`src/rtl/core/mmt_pkg.sv`:
```
// ----------------------------------------------------------------------------
// mmt_pkg
// types, codes and helpers shared by the transposed int32 matrix multiplier
// ----------------------------------------------------------------------------
package mmt_pkg;

   localparam logic [1:0] CMD_WRITE_A = 2'd0;
   localparam logic [1:0] CMD_WRITE_B = 2'd1;
   localparam logic [1:0] CMD_COMPUTE = 2'd2;

   localparam logic [1:0] REG_ROWS_M  = 2'd0;
   localparam logic [1:0] REG_COLS_N  = 2'd1;
   localparam logic [1:0] REG_DEPTH_K = 2'd2;

   localparam int CSR_INDEX_W = 2;
   localparam int CSR_DATA_W  = 7;
   localparam int ROWS_W      = 6;
   localparam int COLS_W      = 6;
   localparam int DEPTH_W     = 7;

   typedef struct packed {
      logic        [1:0]  command;
      logic        [4:0]  row_index;
      logic        [5:0]  col_index;
      logic signed [31:0] value;
   } mmt_req_type;

   typedef struct packed {
      logic        [4:0]  entry_row;
      logic        [5:0]  entry_col;
      logic signed [31:0] dot;
      logic               range_error;
   } mmt_rsp_type;

   typedef struct packed {
      logic clear;
      logic valid;
   } mmt_mac_ctl_type;

   // zero reads as one, anything above the build maximum saturates
   function automatic logic [6:0] clamp_dim(input logic [6:0] v, input int unsigned maxv);
      logic [6:0] r;
      if (v == 7'd0) begin
         r = 7'd1;
      end else if (32'(v) > maxv) begin
         r = 7'(maxv);
      end else begin
         r = v;
      end
      return r;
   endfunction

endpackage

```
`src/rtl/core/mmt_mac.sv`:
```
// ----------------------------------------------------------------------------
// mmt_mac
// registered 32x32 multiply followed by a wrapping 32-bit accumulator
// ----------------------------------------------------------------------------
module mmt_mac (
   input  logic                     clock,
   input  logic                     reset,
   input  mmt_pkg::mmt_mac_ctl_type ctl,
   input  logic [31:0]              a_elem,
   input  logic [31:0]              b_elem,
   output logic [31:0]              acc,
   output logic                     pending
);
   import mmt_pkg::*;

   logic [31:0] prod_ff;
   logic [31:0] prod_in;
   logic        prod_vld_ff;
   logic        prod_vld_in;
   logic [31:0] acc_ff;
   logic [31:0] acc_in;

   // low half of the product is the same for signed and unsigned operands
   assign prod_in     = a_elem * b_elem;
   assign prod_vld_in = ctl.valid;

   always_comb begin
      priority if (ctl.clear) begin
         acc_in = 32'd0;
      end else if (prod_vld_ff) begin
         acc_in = acc_ff + prod_ff;
      end else begin
         acc_in = acc_ff;
      end
   end

   always_ff @(posedge clock) begin
      if (reset) begin
         prod_vld_ff <= 1'b0;
      end else begin
         prod_vld_ff <= prod_vld_in;
      end
   end

   always_ff @(posedge clock) begin
      if (ctl.valid) begin
         prod_ff <= prod_in;
      end
      acc_ff <= acc_in;
   end

   assign acc     = acc_ff;
   assign pending = prod_vld_ff;

endmodule

```
`config.mk`:
```
export PLATFORM = sky130hd
export DESIGN_NAME = mmt_mac
export DESIGN_NICKNAME = d
export VERILOG_FILES = /design/src/rtl/core/mmt_pkg.sv /design/src/rtl/core/mmt_mac.sv
export SDC_FILE = /design/constraint.sdc
export NUM_CORES = 1
export LEC_CHECK = 0
export ABC_AREA = 1
export BUFFER_PORTS_ARGS = -buffer_cell sky130_fd_sc_hd__buf_2
export CORE_AREA = 2 2 190 192
export CTS_BUF_LIST = sky130_fd_sc_hd__clkbuf_4 sky130_fd_sc_hd__clkbuf_8
export CTS_CLUSTER_DIAMETER = 200
export CTS_CLUSTER_SIZE = 24
export DETAILED_ROUTE_END_ITERATION = 12
export DIE_AREA = 0 0 192 194
export GPL_ROUTABILITY_DRIVEN = 0
export PLACE_DENSITY_LB_ADDON = 0.05
export SYNTH_ARGS = -nofsm -noshare
export SYNTH_HDL_FRONTEND = slang
export SYNTH_SLANG_ARGS = --single-unit
```
`constraint.sdc`:
```
create_clock -name clock -period 15.6 [get_ports clock]
set_input_delay 0.78 -clock clock [delete_from_list [all_inputs] [get_ports clock]]
set_output_delay 0.78 -clock clock [all_outputs]
set_load 0.005 [all_outputs]
```
* Word-level counts from Yosys, hierarchy flattened
Index checks and enable logic that the tools add are counted.
** Word-level totals
- Output and inout bits :: 33
- Logic and storage cells :: 5
- Latch bits :: 0
- RAM bits :: 0
- Bits of input ports :: 68
- ROM bits :: 0
- Register bits after elaboration :: 65
- Memories :: 0
** Operators by class
- Equality and inequality tests :: 0
- Bitwise operators :: 0
- Div/mod/pow operators :: 0
- Muxes and demuxes :: 0
- $mul :: 1
- $lt $le $gt $ge :: 0
- Reductions and logical operators :: 0
- Shift-type cells :: 0
- Add/subtract/negate cells :: 1
** Operator list (count)
- adder 32 bit :: 1
- multiplier 32 x 32 -> 32 bit :: 1

* Depth between registers and ports, before layout
Gate-level depths: netlist (run 1).
- Depth after elaboration :: 1
- Depth in mapped cells :: 31

* Least setup slack after synthesis (run 1)
OpenSTA, ideal clock, no wires.
- Path kind :: input to register
- From :: in a_elem[12]
- To :: reg prod_ff[31] (data pin)
- Slack :: 8649 ps
- Arrival time :: 6698 ps
- Buffers on the path :: 2
- Stages :: 27
- Required time :: 15348 ps
- Cell sequence :: clkbuf_1 > buf_1 > nand2_1 > fa_1 > inv_1 > fa_1 > inv_1 > fa_1 > fa_1 > inv_1 > fa_1 > inv_1 > fa_1 > fa_1 > fa_1 > inv_1 > ha_1 > nand2_1 > nor2_1 > nor3b_2 > nand4_1 > nand3_1 > a21o_1 > a21oi_1 > inv_1 > nand2_1 > nand2_1
** On the way
- Cells in the longest elaborated chain, start to end :: 1
** RTL lines
- start: declaration :: line mmt_mac.sv:9 : input logic [31:0] a_elem,
- multiplier 32 x 32 -> 32 bit :: line mmt_mac.sv:24 : assign prod_in = a_elem * b_elem;
- net prod_in[31] :: line mmt_mac.sv:17 : logic [31:0] prod_in;
- end signal: assignment :: line mmt_mac.sv:47 : prod_ff <= prod_in;
- end: declaration :: line mmt_mac.sv:16 : logic [31:0] prod_ff;
The timed path passes the listed nets, and every way through them passes these cells.
A chain may end at the register's enable or synchronous reset.

* Worst setup path after layout (run 1)
- From :: in b_elem[2]
- To :: reg prod_ff[31] (data pin)
** On the way
- Cells in the longest elaborated chain, start to end :: 1
** RTL lines
- start: declaration :: line mmt_mac.sv:10 : input logic [31:0] b_elem,
- multiplier 32 x 32 -> 32 bit :: line mmt_mac.sv:24
- net prod_in[31] :: line mmt_mac.sv:17
The timed path passes the listed nets, and every way through them passes these cells.

==> results.txt, run 1 <==
----------------------------------------------------
[Setup path]
  Startpoint types ... input port
  Category of the critical setup timing path ... input port to flip-flop
  Capturing point of the worst reg2reg path ... acc[22]
  Required time of the critical path ... 15.75 ns
  Number of cells traversed by the worst register-to-register path ... 11
  Critical R2R Launch ... prod_ff[17]
  Top fanout value on the critical path ... 30
  Data arrival time of the critical path ... 7.23 ns
  Nature of the critical path endpoint ... flip-flop
  Worst reg-to-reg setup slack ... 12.90 ns

[GRT]
  Largest net degree at the start of global routing ... 48
  Initial antenna violation count ... 0
  Global-route wire length before repair ... 94,430 microns
  Overflow left after global routing ... 0
  Number of global-route vias before repair ... 18,380
  GRT Util Overall ... 33.03%

[Floorplanning]
  Number of rows created at floorplan ... 69
  Std-Cell Core Area ... 35,220 sq um
  Die W ... 192 microns
  Die Span Y ... 194 microns
  Starting Density ... 59.52%
  Die footprint ... 37,250 sq um
  Ports ... 101

[Outcome]
  Run status ... finished, final reports clean

[Min path]
  Hold/Removal Path Class ... flip-flop to flip-flop
  Startpoint of the lowest-slack hold path ... acc[22]
  WHS Endpoint ... acc[22]
  Number of instances on the worst hold path ... 2

[Final layout]
  Post-layout net count ... 3,446
  Layout filler cell count ... 3,271
  Synthesis-to-layout area growth ... 3.897%
  Proportion of layout cells with a drive suffix above 1 ... 5.816%
  Final cell area excluding filler cells ... 21,780 sq um
  Number of diodes added for antenna fixing ... 0

[Yosys]
  Share of flip-flops with an asynchronous set or reset ... 0%
  Post-synthesis sequential area ratio ... 7.734%
  Unique cell type count in the Yosys netlist ... 50
  Most frequent cell after synthesis ... sky130_fd_sc_hd__inv_1
  Net count after synthesis ... 3,444
  Cell count after synthesis ... 2,813
  Flip-flop and latch count after synthesis ... 65
  Fraction of synthesized cell area taken by the top area cell type ... 39.05%
  Total of warnings raised by yosys ... 0
  Commonest cells in the synthesized netlist ... sky130_fd_sc_hd__inv_1 (816), sky130_fd_sc_hd__nand2_1 (766), sky130_fd_sc_hd__fa_1 (409)
  EDFF count, synth ... 32
  Average cell area after synthesis ... 7.453 sq um
  Cell area after synthesis ... 20,970 sq um
  Leading register cell type out of synthesis ... sky130_fd_sc_hd__dfxtp_1
  Area contributors post-synth ... sky130_fd_sc_hd__fa_1 (39%), sky130_fd_sc_hd__inv_1 (15%), sky130_fd_sc_hd__nand2_1 (14%), sky130_fd_sc_hd__ha_1 (9.2%), sky130_fd_sc_hd__edfxtp_1 (4.6%)
  Library cell with the largest summed area after synthesis ... sky130_fd_sc_hd__fa_1

[Clock network]
  Buffer levels on the longest clock path ... 2
  Number of post-CTS setup repair buffers ... 0
  Clock latency on the worst-skew pair ... 0.39 ns
  Num CTS Buffers ... 9
  CTS sink count ... 65
  Max H-tree Level ... 3
  TritonCTS clock tree ... built
  Clock transition at the registers of the reported paths ... 0.08 ns
  Quantity of hold-fixing buffers added after cts ... 0
  CTS root buffer ... sky130_fd_sc_hd__clkbuf_8
  Resize count post-CTS ... 0

[Placement]
  Placed inst area ... 21,570 sq um
  Port bufs ... 100
  Detailed-placement wirelength estimate ... 45,960 microns

[Timing]
  Final Max Slew Viols ... 0
  Setup repair after global routing missed its margin ... no
  Shortest period the worst path allows ... 7.082 ns
  Ratio of final minimum period to clock period ... 45.40%
  Final hold violation count ... 0
  Total of endpoints with negative setup slack in the final report ... 0
  F_max ... 141.2 MHz
  Final sum of negative setup slack ... 0 ns
  Worst slew pin tran ... 0.8053 ns
  Skew final ... 0.01055 ns
  Normalized max-slew margin ... 46.31%

[Detailed routing]
  Via/cell ratio ... 5.316
  Via total after detailed routing ... 17,440
  Drt drc ... 0
  1st-pass router iterations ... 6
  Routed wire length ... 58,320 microns
  Number of DRC violations after detailed-routing iteration 0 ... 1,211
  Antenna viol nets, final ... 0
  Wire length per cell after detailed routing ... 17.78 microns

[Job]
  MaxCap Viol Count ... 0

----------------------------------------------------
[how the worst max path moves through the flow]
| stage | from | endpoint | slack, ns | cells past startpoint |
|---|---|---|---|---|
| final | b_elem[2] | prod_ff[31] | 8.52 | 23 |
| after detailed placement | b_elem[2] | prod_ff[31] | 8.16 | 23 |
| after CTS | b_elem[5] | prod_ff[31] | 8.57 | 25 |
| after floorplan | a_elem[12] | prod_ff[31] | 8.65 | 27 |
| after global placement | b_elem[2] | prod_ff[31] | 8.26 | 24 |
| after global routing | b_elem[5] | prod_ff[31] | 8.20 | 25 |
[cell type report]
class	count	area (sq um)	area share (%)
flip-flops and latches	65	1622	7.444
clock buffers	10	131.4	0.6031
inverters	826	3100	14.23
well taps	461	576.8	2.648
multi-input cells	1810	15750	72.29
clock inverters	6	82.58	0.3791
repair buffers	103	523.0	2.401
[cells by family after synthesis]
family                     Yosys count  share of synthesized area, %
adders and majority gates          563                         48.24
buffers and inverters              938                         17.16
DFF                                 65                         7.734
and+or+nand+nor                   1007                         19.31
xor gates and xnor gates            50                         2.089
AOI/OAI and AO/OA                  190                         5.466
[sequential cells by signal, indices dropped and copies added, names as in the netlist]
register and cells:
acc 32, prod_ff 32, pending 1
[routing by layer]
layer  wire length (microns)  global-route usage [%]  vias to the layer above
met5                       0                       0                        -
met4                    2799                   15.04                        0
met3                    3605                   3.783                      185
met2                   29930                   58.70                      686
met1                   21990                   40.05                     8491
li1                        -                       -                     8079
[worst max-delay path, stage by stage]
cell	delay, ns
sky130_fd_sc_hd__buf_2	0.59
sky130_fd_sc_hd__nand2_1	0.17
sky130_fd_sc_hd__fa_1	0.60
sky130_fd_sc_hd__fa_1	0.43
sky130_fd_sc_hd__fa_1	0.49
sky130_fd_sc_hd__fa_1	0.54
sky130_fd_sc_hd__inv_1	0.05
sky130_fd_sc_hd__fa_1	0.49
sky130_fd_sc_hd__inv_1	0.05
sky130_fd_sc_hd__fa_1	0.55
sky130_fd_sc_hd__fa_1	0.43
sky130_fd_sc_hd__fa_1	0.50
sky130_fd_sc_hd__inv_1	0.06
sky130_fd_sc_hd__ha_1	0.36
sky130_fd_sc_hd__nand2_1	0.14
sky130_fd_sc_hd__nor2_1	0.16
sky130_fd_sc_hd__nor3b_2	0.22
sky130_fd_sc_hd__nand4_1	0.11
sky130_fd_sc_hd__nand3_1	0.13
sky130_fd_sc_hd__a21o_1	0.16
sky130_fd_sc_hd__a21oi_1	0.08
sky130_fd_sc_hd__nand3_1	0.09
sky130_fd_sc_hd__nand2_1	0.05
[metrics by stage]
step           instances  util, %  setup slack (ns)  hold slack, ns
5_1_grt             3281    61.84             8.203          0.5507
3_3_place_gp        3265    61.24             8.264          0.5015
3_5_place_dp        3265    61.24             8.163          0.5145
6_report            3281    61.84             8.518          0.5251
2_1_floorplan       2813        -             8.649          0.4856
4_1_cts             3281    61.84             8.574          0.5282
[cell usage in the layout, fill, tap and decap left out, types with 4 or more instances in the layout]
cell	synthesis	layout
sky130_fd_sc_hd__nand4_1	12	12
sky130_fd_sc_hd__nand2_2	14	14
sky130_fd_sc_hd__xnor2_1	22	22
sky130_fd_sc_hd__nand3_1	84	84
sky130_fd_sc_hd__ha_1	154	154
sky130_fd_sc_hd__buf_2	10	100
sky130_fd_sc_hd__clkbuf_8	0	9
sky130_fd_sc_hd__edfxtp_1	32	32
sky130_fd_sc_hd__inv_2	7	7
sky130_fd_sc_hd__inv_1	816	816
sky130_fd_sc_hd__fa_1	409	409
sky130_fd_sc_hd__dfxtp_1	33	33
sky130_fd_sc_hd__xor2_1	28	28
sky130_fd_sc_hd__a31oi_1	6	6
sky130_fd_sc_hd__o221ai_1	4	4
sky130_fd_sc_hd__nand2_1	766	766
sky130_fd_sc_hd__o211ai_1	10	10
sky130_fd_sc_hd__o21bai_1	5	5
sky130_fd_sc_hd__a21oi_1	70	70
sky130_fd_sc_hd__o21ai_0	53	53
sky130_fd_sc_hd__nor3_1	8	8
sky130_fd_sc_hd__a21boi_0	4	4
sky130_fd_sc_hd__o21ai_1	8	8
sky130_fd_sc_hd__nand3_2	5	5
sky130_fd_sc_hd__a21o_1	10	10
sky130_fd_sc_hd__nor2_1	105	105
Power of run 1 is not shown: default switching activity piles up to over one toggle a cycle in this logic, so the estimate is an artifact.
==> inputs of run 2 (changes only) <==
Clock period 15.6 ns to 6.28 ns, I/O delays scaled along.
==> results.txt, run 2 (synthesis gave the netlist of run 1 again) <==
----------------------------------------------------
[GRT]
  Initial antenna violation count ... 1 (+1)
  Global-route wire length before repair ... 95,330 microns (+0.96%)
  Overflow left after global routing ... 0 (unchanged)
  Largest net degree at the start of global routing ... 47 (-2.1%)
  GRT Util Overall ... 33.25% (+0.22 points)
  Number of global-route vias before repair ... 18,990 (+3.3%)

[Placement]
  Detailed-placement wirelength estimate ... 51,080 microns (+11%)
  Placed inst area ... 23,320 sq um (+8.1%)
  Port bufs ... 100 (unchanged)
  Worst Setup Slack post-DPL ... -0.5989 ns (-8.762 ns)

[Final layout]
  Proportion of layout cells with a drive suffix above 1 ... 15.11% (+9.3 points)
  Util after Layout ... 68.44% (+6.6 points)
  Number of diodes added for antenna fixing ... 0 (unchanged)
  Total area of sequential cells ... 1622 sq um (unchanged)
  Post-layout net count ... 3,677 (+6.7%)
  Synthesis-to-layout area growth ... 14.98%
  Commonest cells after routing, fill and taps aside ... sky130_fd_sc_hd__inv_1 (802), sky130_fd_sc_hd__nand2_1 (754), sky130_fd_sc_hd__fa_1 (398), sky130_fd_sc_hd__buf_4 (224), sky130_fd_sc_hd__ha_1 (144)
  Area taken by multi-input logic gates ... 16,040 sq um (+1.9%)
  Most common library cell in the layout ignoring fill and taps ... sky130_fd_sc_hd__inv_1
  Layout filler cell count ... 2,983 (-8.8%)
  Final cell area excluding filler cells ... 24,110 sq um (+11%)

[Outcome]
  Run status ... finished, final reports clean

[Timing]
  Normalized max-slew margin ... 36.15% (-10 points)
  Final sum of negative setup slack ... 0 ns (unchanged)
  Shortest period the worst path allows ... 6.167 ns
  Setup repair after global routing missed its margin ... yes
  Worst slew pin tran ... 0.9505 ns (+0.1452 ns)
  Ratio of final minimum period to clock period ... 98.20%
  F_max ... 162.2 MHz
  Final WS setup ... 0.1130 ns (-8.405 ns)
  Total of endpoints with negative setup slack in the final report ... 0 (unchanged)
  Final hold violation count ... 0 (unchanged)
  Final Max Slew Viols ... 0 (unchanged)
  Skew final ... 0.01225 ns (+0.001702 ns)

[Min path]
  Hold/Removal Path Class ... input port to flip-flop
  Startpoint of the lowest-slack hold path ... reset

[Setup path]
  Top fanout value on the critical path ... 11 (-63%)
  Category of the critical setup timing path ... input port to flip-flop
  Data arrival time of the critical path ... 6.27 ns (-0.96 ns)
  Worst Setup SP ... b_elem[4]
  Startpoint types ... input port
  Nature of the critical path endpoint ... flip-flop
  Required time of the critical path ... 6.39 ns (-9.36 ns)
  Critical R2R Launch ... acc[0]

[Clock network]
  CTS root buffer ... sky130_fd_sc_hd__clkbuf_8
  CTS sink count ... 65 (unchanged)
  Buffer levels on the longest clock path ... 2 (unchanged)
  Num CTS Buffers ... 9 (unchanged)
  TritonCTS clock tree ... built
  Max H-tree Level ... 3 (unchanged)
  Clock transition at the registers of the reported paths ... 0.08 ns (about the same)
  Clock latency on the worst-skew pair ... 0.35 ns (-0.04 ns)

[Floorplanning]
  Std-Cell Core Area ... 35,220 sq um (unchanged)
  Ports ... 101 (unchanged)
  Die footprint ... 37,250 sq um (unchanged)
  Starting Density ... 59.52% (unchanged)
  Die Span Y ... 194 microns (unchanged)
  Number of rows created at floorplan ... 69 (unchanged)
  Die W ... 192 microns (unchanged)

[Job]
  MaxCap Viol Count ... 0 (unchanged)

[Detailed routing]
  Wire length per cell after detailed routing ... 17.05 microns (-4.1%)
  Routed wire length ... 59,890 microns (+2.7%)
  Number of DRC violations after detailed-routing iteration 0 ... 1,040 (-14%)
  Antenna viol nets, final ... 0 (unchanged)
  Drt drc ... 0 (unchanged)
  1st-pass router iterations ... 10 (+4)
  Via/cell ratio ... 5.185 (-2.5%)
  Via total after detailed routing ... 18,210 (+4.4%)

----------------------------------------------------
run 2: cell types whose count changed in the layout (fill, tap and decap cells not counted), sizes merged:
| cell | delta |
|---|---|
| clkbuf | +5 |
| buf | +225 |
| clkinv | -1 |
| inv | +2 |
| clkinvlp | +1 |
| bufinv | -1 |
run 2: repair_timing:
| action | in CTS | in global routing |
|---|---|---|
| resized for setup | 28 | 127 |
| setup buffers | 1 | 7 |
| pin swaps | 13 | 69 |
| gates cloned | 0 | 0 |
| setup endpoints to repair | 5 | 10 |
| hold buffers | 0 | 0 |
run 2: final cells by class:
type | instances | area share (%)
Timing Repair Buffer | 334 | 10.63
Inverter | 826 | 12.86
Multi-Input combinational cell | 1810 | 66.55
Clock inverter | 7 | 0.3166
Tap cell | 461 | 2.393
Sequential cell | 65 | 6.727
Clock buffer | 9 | 0.5138
run 2: worst paths after layout:
path                  to  cells after the start  slack [ns]
min reg2reg      acc[21]                      2        0.52
max reg2reg      acc[22]                     10        3.51
max          prod_ff[31]                     25        0.11
min              pending                      2        0.11
run 2: layer usage:
layer / routed length [microns] / track usage [%] / vias up / part of all wire [%]
met1: 22860 / 39.60 / 8906 / 38
li1: - / - / 8560 / -
met2: 30720 / 58.95 / 585 / 51
met3: 2880 / 3.294 / 157 / 4.8
met5: 9 / 0 / - / 0.015
met4: 3419 / 17.90 / 2 / 5.7
run 2: metrics by stage:
stage | instances | hold WS, ns
finish | 3512 | 0.1105
detailed placement | 3488 | 0.4731
CTS | 3505 | 0.09271
global route | 3512 | 0.09604
global placement | 3488 | 0.4726
floorplan | 2813 | 0.3852
run 2: worst max-delay path, cell delays in order:
cell and delay (ns):
sky130_fd_sc_hd__buf_6 0.13, sky130_fd_sc_hd__buf_4 0.14, sky130_fd_sc_hd__buf_4 0.13, sky130_fd_sc_hd__nand2_1 0.06, sky130_fd_sc_hd__inv_1 0.06, sky130_fd_sc_hd__fa_1 0.57, sky130_fd_sc_hd__inv_1 0.08, sky130_fd_sc_hd__fa_2 0.54
sky130_fd_sc_hd__fa_1 0.44, sky130_fd_sc_hd__fa_1 0.55, sky130_fd_sc_hd__inv_1 0.05, sky130_fd_sc_hd__fa_1 0.52, sky130_fd_sc_hd__ha_4 0.21, sky130_fd_sc_hd__fa_1 0.48, sky130_fd_sc_hd__fa_1 0.52, sky130_fd_sc_hd__ha_4 0.31
sky130_fd_sc_hd__nand2_1 0.07, sky130_fd_sc_hd__buf_4 0.15, sky130_fd_sc_hd__nor3b_4 0.22, sky130_fd_sc_hd__nand4_1 0.21, sky130_fd_sc_hd__nand3_2 0.15, sky130_fd_sc_hd__a21o_1 0.15, sky130_fd_sc_hd__a21oi_2 0.06, sky130_fd_sc_hd__nand3_1 0.08
sky130_fd_sc_hd__nand2_1 0.06
Power of run 2 is left out for the same reason.
==> inputs of run 3 (changes only) <==
Settings changed: CELL_PAD_IN_SITES_DETAIL_PLACEMENT set to 1, CELL_PAD_IN_SITES_GLOBAL_PLACEMENT set to 1, CORE_AREA 2 2 190 192 to 2 2 222 224, DIE_AREA 0 0 192 194 to 0 0 224 226.
==> results.txt, run 3 (synthesis gave the netlist of run 1 again) <==
----------------------------------------------------
[Outcome]
  Run status ... finished, final reports clean

[Timing]
  Skew final ... 0.01644 ns (+0.004193 ns)
  Ratio of final minimum period to clock period ... 98.92% (+0.72 points)
  Worst slew pin tran ... 0.7580 ns (-0.1924 ns)
  F_max ... 161.0 MHz (-0.73%)
  Final Max Slew Viols ... 0 (unchanged)
  Shortest period the worst path allows ... 6.212 ns (+0.04509 ns)
  Final Hold Slack ... 0.1009 ns (-0.009653 ns)
  Normalized max-slew margin ... 49.46% (+13 points)
  Final hold violation count ... 0 (unchanged)
  Total of endpoints with negative setup slack in the final report ... 0 (unchanged)
  Setup repair after global routing missed its margin ... yes

[Floorplanning]
  Die footprint ... 50,620 sq um (+36%)
  Die Span Y ... 226 microns (+16%)
  Number of rows created at floorplan ... 81 (+17%)
  Ports ... 101 (unchanged)
  Starting Density ... 43.37% (-16 points)
  Die W ... 224 microns (+17%)
  Std-Cell Core Area ... 48,340 sq um (+37%)

[Detailed routing]
  Drt drc ... 0 (unchanged)
  1st-pass router iterations ... 5 (-5)
  Number of DRC violations after detailed-routing iteration 0 ... 738 (-29%)
  Routed wire length ... 71,390 microns (+19%)
  Via total after detailed routing ... 18,490 (+1.5%)
  Wire length per cell after detailed routing ... 19.34 microns (+13%)
  Via/cell ratio ... 5.007 (-3.4%)
  Antenna viol nets, final ... 0 (unchanged)

[Clock network]
  Buffer levels on the longest clock path ... 2 (unchanged)
  TritonCTS clock tree ... built
  CTS sink count ... 65 (unchanged)
  Quantity of hold-fixing buffers added after cts ... 0 (unchanged)
  Clock transition at the registers of the reported paths ... 0.08 ns (about the same)
  Clock latency on the worst-skew pair ... 0.38 ns (+0.03 ns)
  CTS root buffer ... sky130_fd_sc_hd__clkbuf_8
  Max H-tree Level ... 3 (unchanged)
  Num CTS Buffers ... 9 (unchanged)

[Setup path]
  Cell type with the highest occurrence count on the critical path ... sky130_fd_sc_hd__fa_1
  CP max-delay cell ... sky130_fd_sc_hd__fa_1
  Number of cells traversed by the worst register-to-register path ... 11 (+1)
  Nature of the critical path endpoint ... flip-flop
  Worst reg-to-reg setup slack ... 3.78 ns (+0.27 ns)
  Capturing point of the worst reg2reg path ... acc[26]
  Number of buffer and inverter stages on the critical path ... 8 (+1)
  Required time of the critical path ... 6.42 ns (+0.03 ns)
  Top fanout value on the critical path ... 6 (-5)
  Data arrival time of the critical path ... 6.35 ns (+0.08 ns)
  Worst path max stage delay ... 0.58 ns (about the same)
  Critical R2R Launch ... acc[0]
  Startpoint types ... input port
  Category of the critical setup timing path ... input port to flip-flop
  Top Family by Delay on Critical Path ... adder cells

[Min path]
  Startpoint of the lowest-slack hold path ... reset
  Hold/Removal Path Class ... input port to flip-flop
  Number of instances on the worst hold path ... 2 (unchanged)
  WHS Endpoint ... pending

[GRT]
  Overflow left after global routing ... 0 (unchanged)
  Global-route wire length before repair ... 111,700 microns (+17%)
  Largest net degree at the start of global routing ... 47 (unchanged)
  Number of global-route vias before repair ... 21,240 (+12%)
  GRT Util Overall ... 28.90% (-4.4 points)
  Initial antenna violation count ... 1 (unchanged)

[Placement]
  Port bufs ... 100 (unchanged)
  Placed inst area ... 23,850 sq um (+2.3%)
  Detailed-placement wirelength estimate ... 61,940 microns (+21%)

[Job]
  MaxCap Viol Count ... 0 (unchanged)

[Final layout]
  Proportion of layout cells with a drive suffix above 1 ... 15.48% (+0.37 points)
  Commonest cells after routing, fill and taps aside ... sky130_fd_sc_hd__inv_1 (811), sky130_fd_sc_hd__nand2_1 (759), sky130_fd_sc_hd__fa_1 (396), sky130_fd_sc_hd__buf_4 (228), sky130_fd_sc_hd__ha_1 (138)
  Layout filler cell count ... 6,142 (+110%)
  Util after Layout ... 50.92% (-18 points)
  Synthesis-to-layout area growth ... 17.40%
  Most common library cell in the layout ignoring fill and taps ... sky130_fd_sc_hd__inv_1
  Final cell area excluding filler cells ... 24,610 sq um (+2.1%)
  Post-layout net count ... 3,695 (+0.49%)

----------------------------------------------------
==> run 3: cell count changes in the layout (fill, tap and decap cells not counted), moves of 6 or more <==
| cell | change |
|---|---|
| sky130_fd_sc_hd__buf_12 | +10 |
| sky130_fd_sc_hd__ha_1 | -6 |
| sky130_fd_sc_hd__inv_2 | -9 |
| sky130_fd_sc_hd__inv_1 | +9 |
| sky130_fd_sc_hd__buf_2 | +11 |
==> run 3: per-layer routing <==
layer / track usage (%) / vias to the layer above / wire length (microns)
li1: - / 8596 / -
met1: 31.09 / 9431 / 26770
met2: 57.43 / 313 / 39860
met3: 2.017 / 146 / 1505
met4: 12.80 / 0 / 3258
met5: 0 / - / 0
==> run 3: worst max path at each step <==
| stage | cells after the start | end | startpoint | slack (ns) |
|---|---|---|---|---|
| 2_1_floorplan | 25 | prod_ff[31] | b_elem[4] | -0.01 |
| 3_3_place_gp | 23 | prod_ff[30] | b_elem[8] | -0.52 |
| 3_5_place_dp | 23 | prod_ff[30] | b_elem[8] | -0.64 |
| 4_1_cts | 24 | prod_ff[31] | a_elem[17] | 0.002 |
| 5_1_grt | 26 | prod_ff[31] | b_elem[2] | -0.19 |
| 6_report | 26 | prod_ff[31] | b_elem[2] | 0.07 |
==> run 3: final cells by class <==
class                   count  area (sq um)  share of cell area (%)
clock buffers              10         137.6                  0.5591
flip-flops and latches     65          1622                   6.588
clock inverters             6         91.34                  0.3711
diodes                      1         2.502                 0.01017
well taps                 622         778.2                   3.162
inverters                 826          3100                   12.60
repair buffers            352          2784                   11.31
multi-input cells        1810         16100                   65.40
==> run 3: timing repair <==
action	CTS	global route
setup endpoints to repair	6	11
cloned	0	1
pin swaps	0	42
resized for setup	19	99
setup buffers	0	6
==> run 3: metrics by stage <==
stage	setup slack (ns)	setup TNS, ns	std cells
6_report	0.06792	0	3692
5_1_grt	-0.1871	-0.3315	3692
4_1_cts	0.002193	0	3685
3_5_place_dp	-0.6434	-5.693	3669
3_3_place_gp	-0.5180	-3.865	3669
2_1_floorplan	-0.01485	-0.01485	2813
Power of run 3 is left out for the same reason.
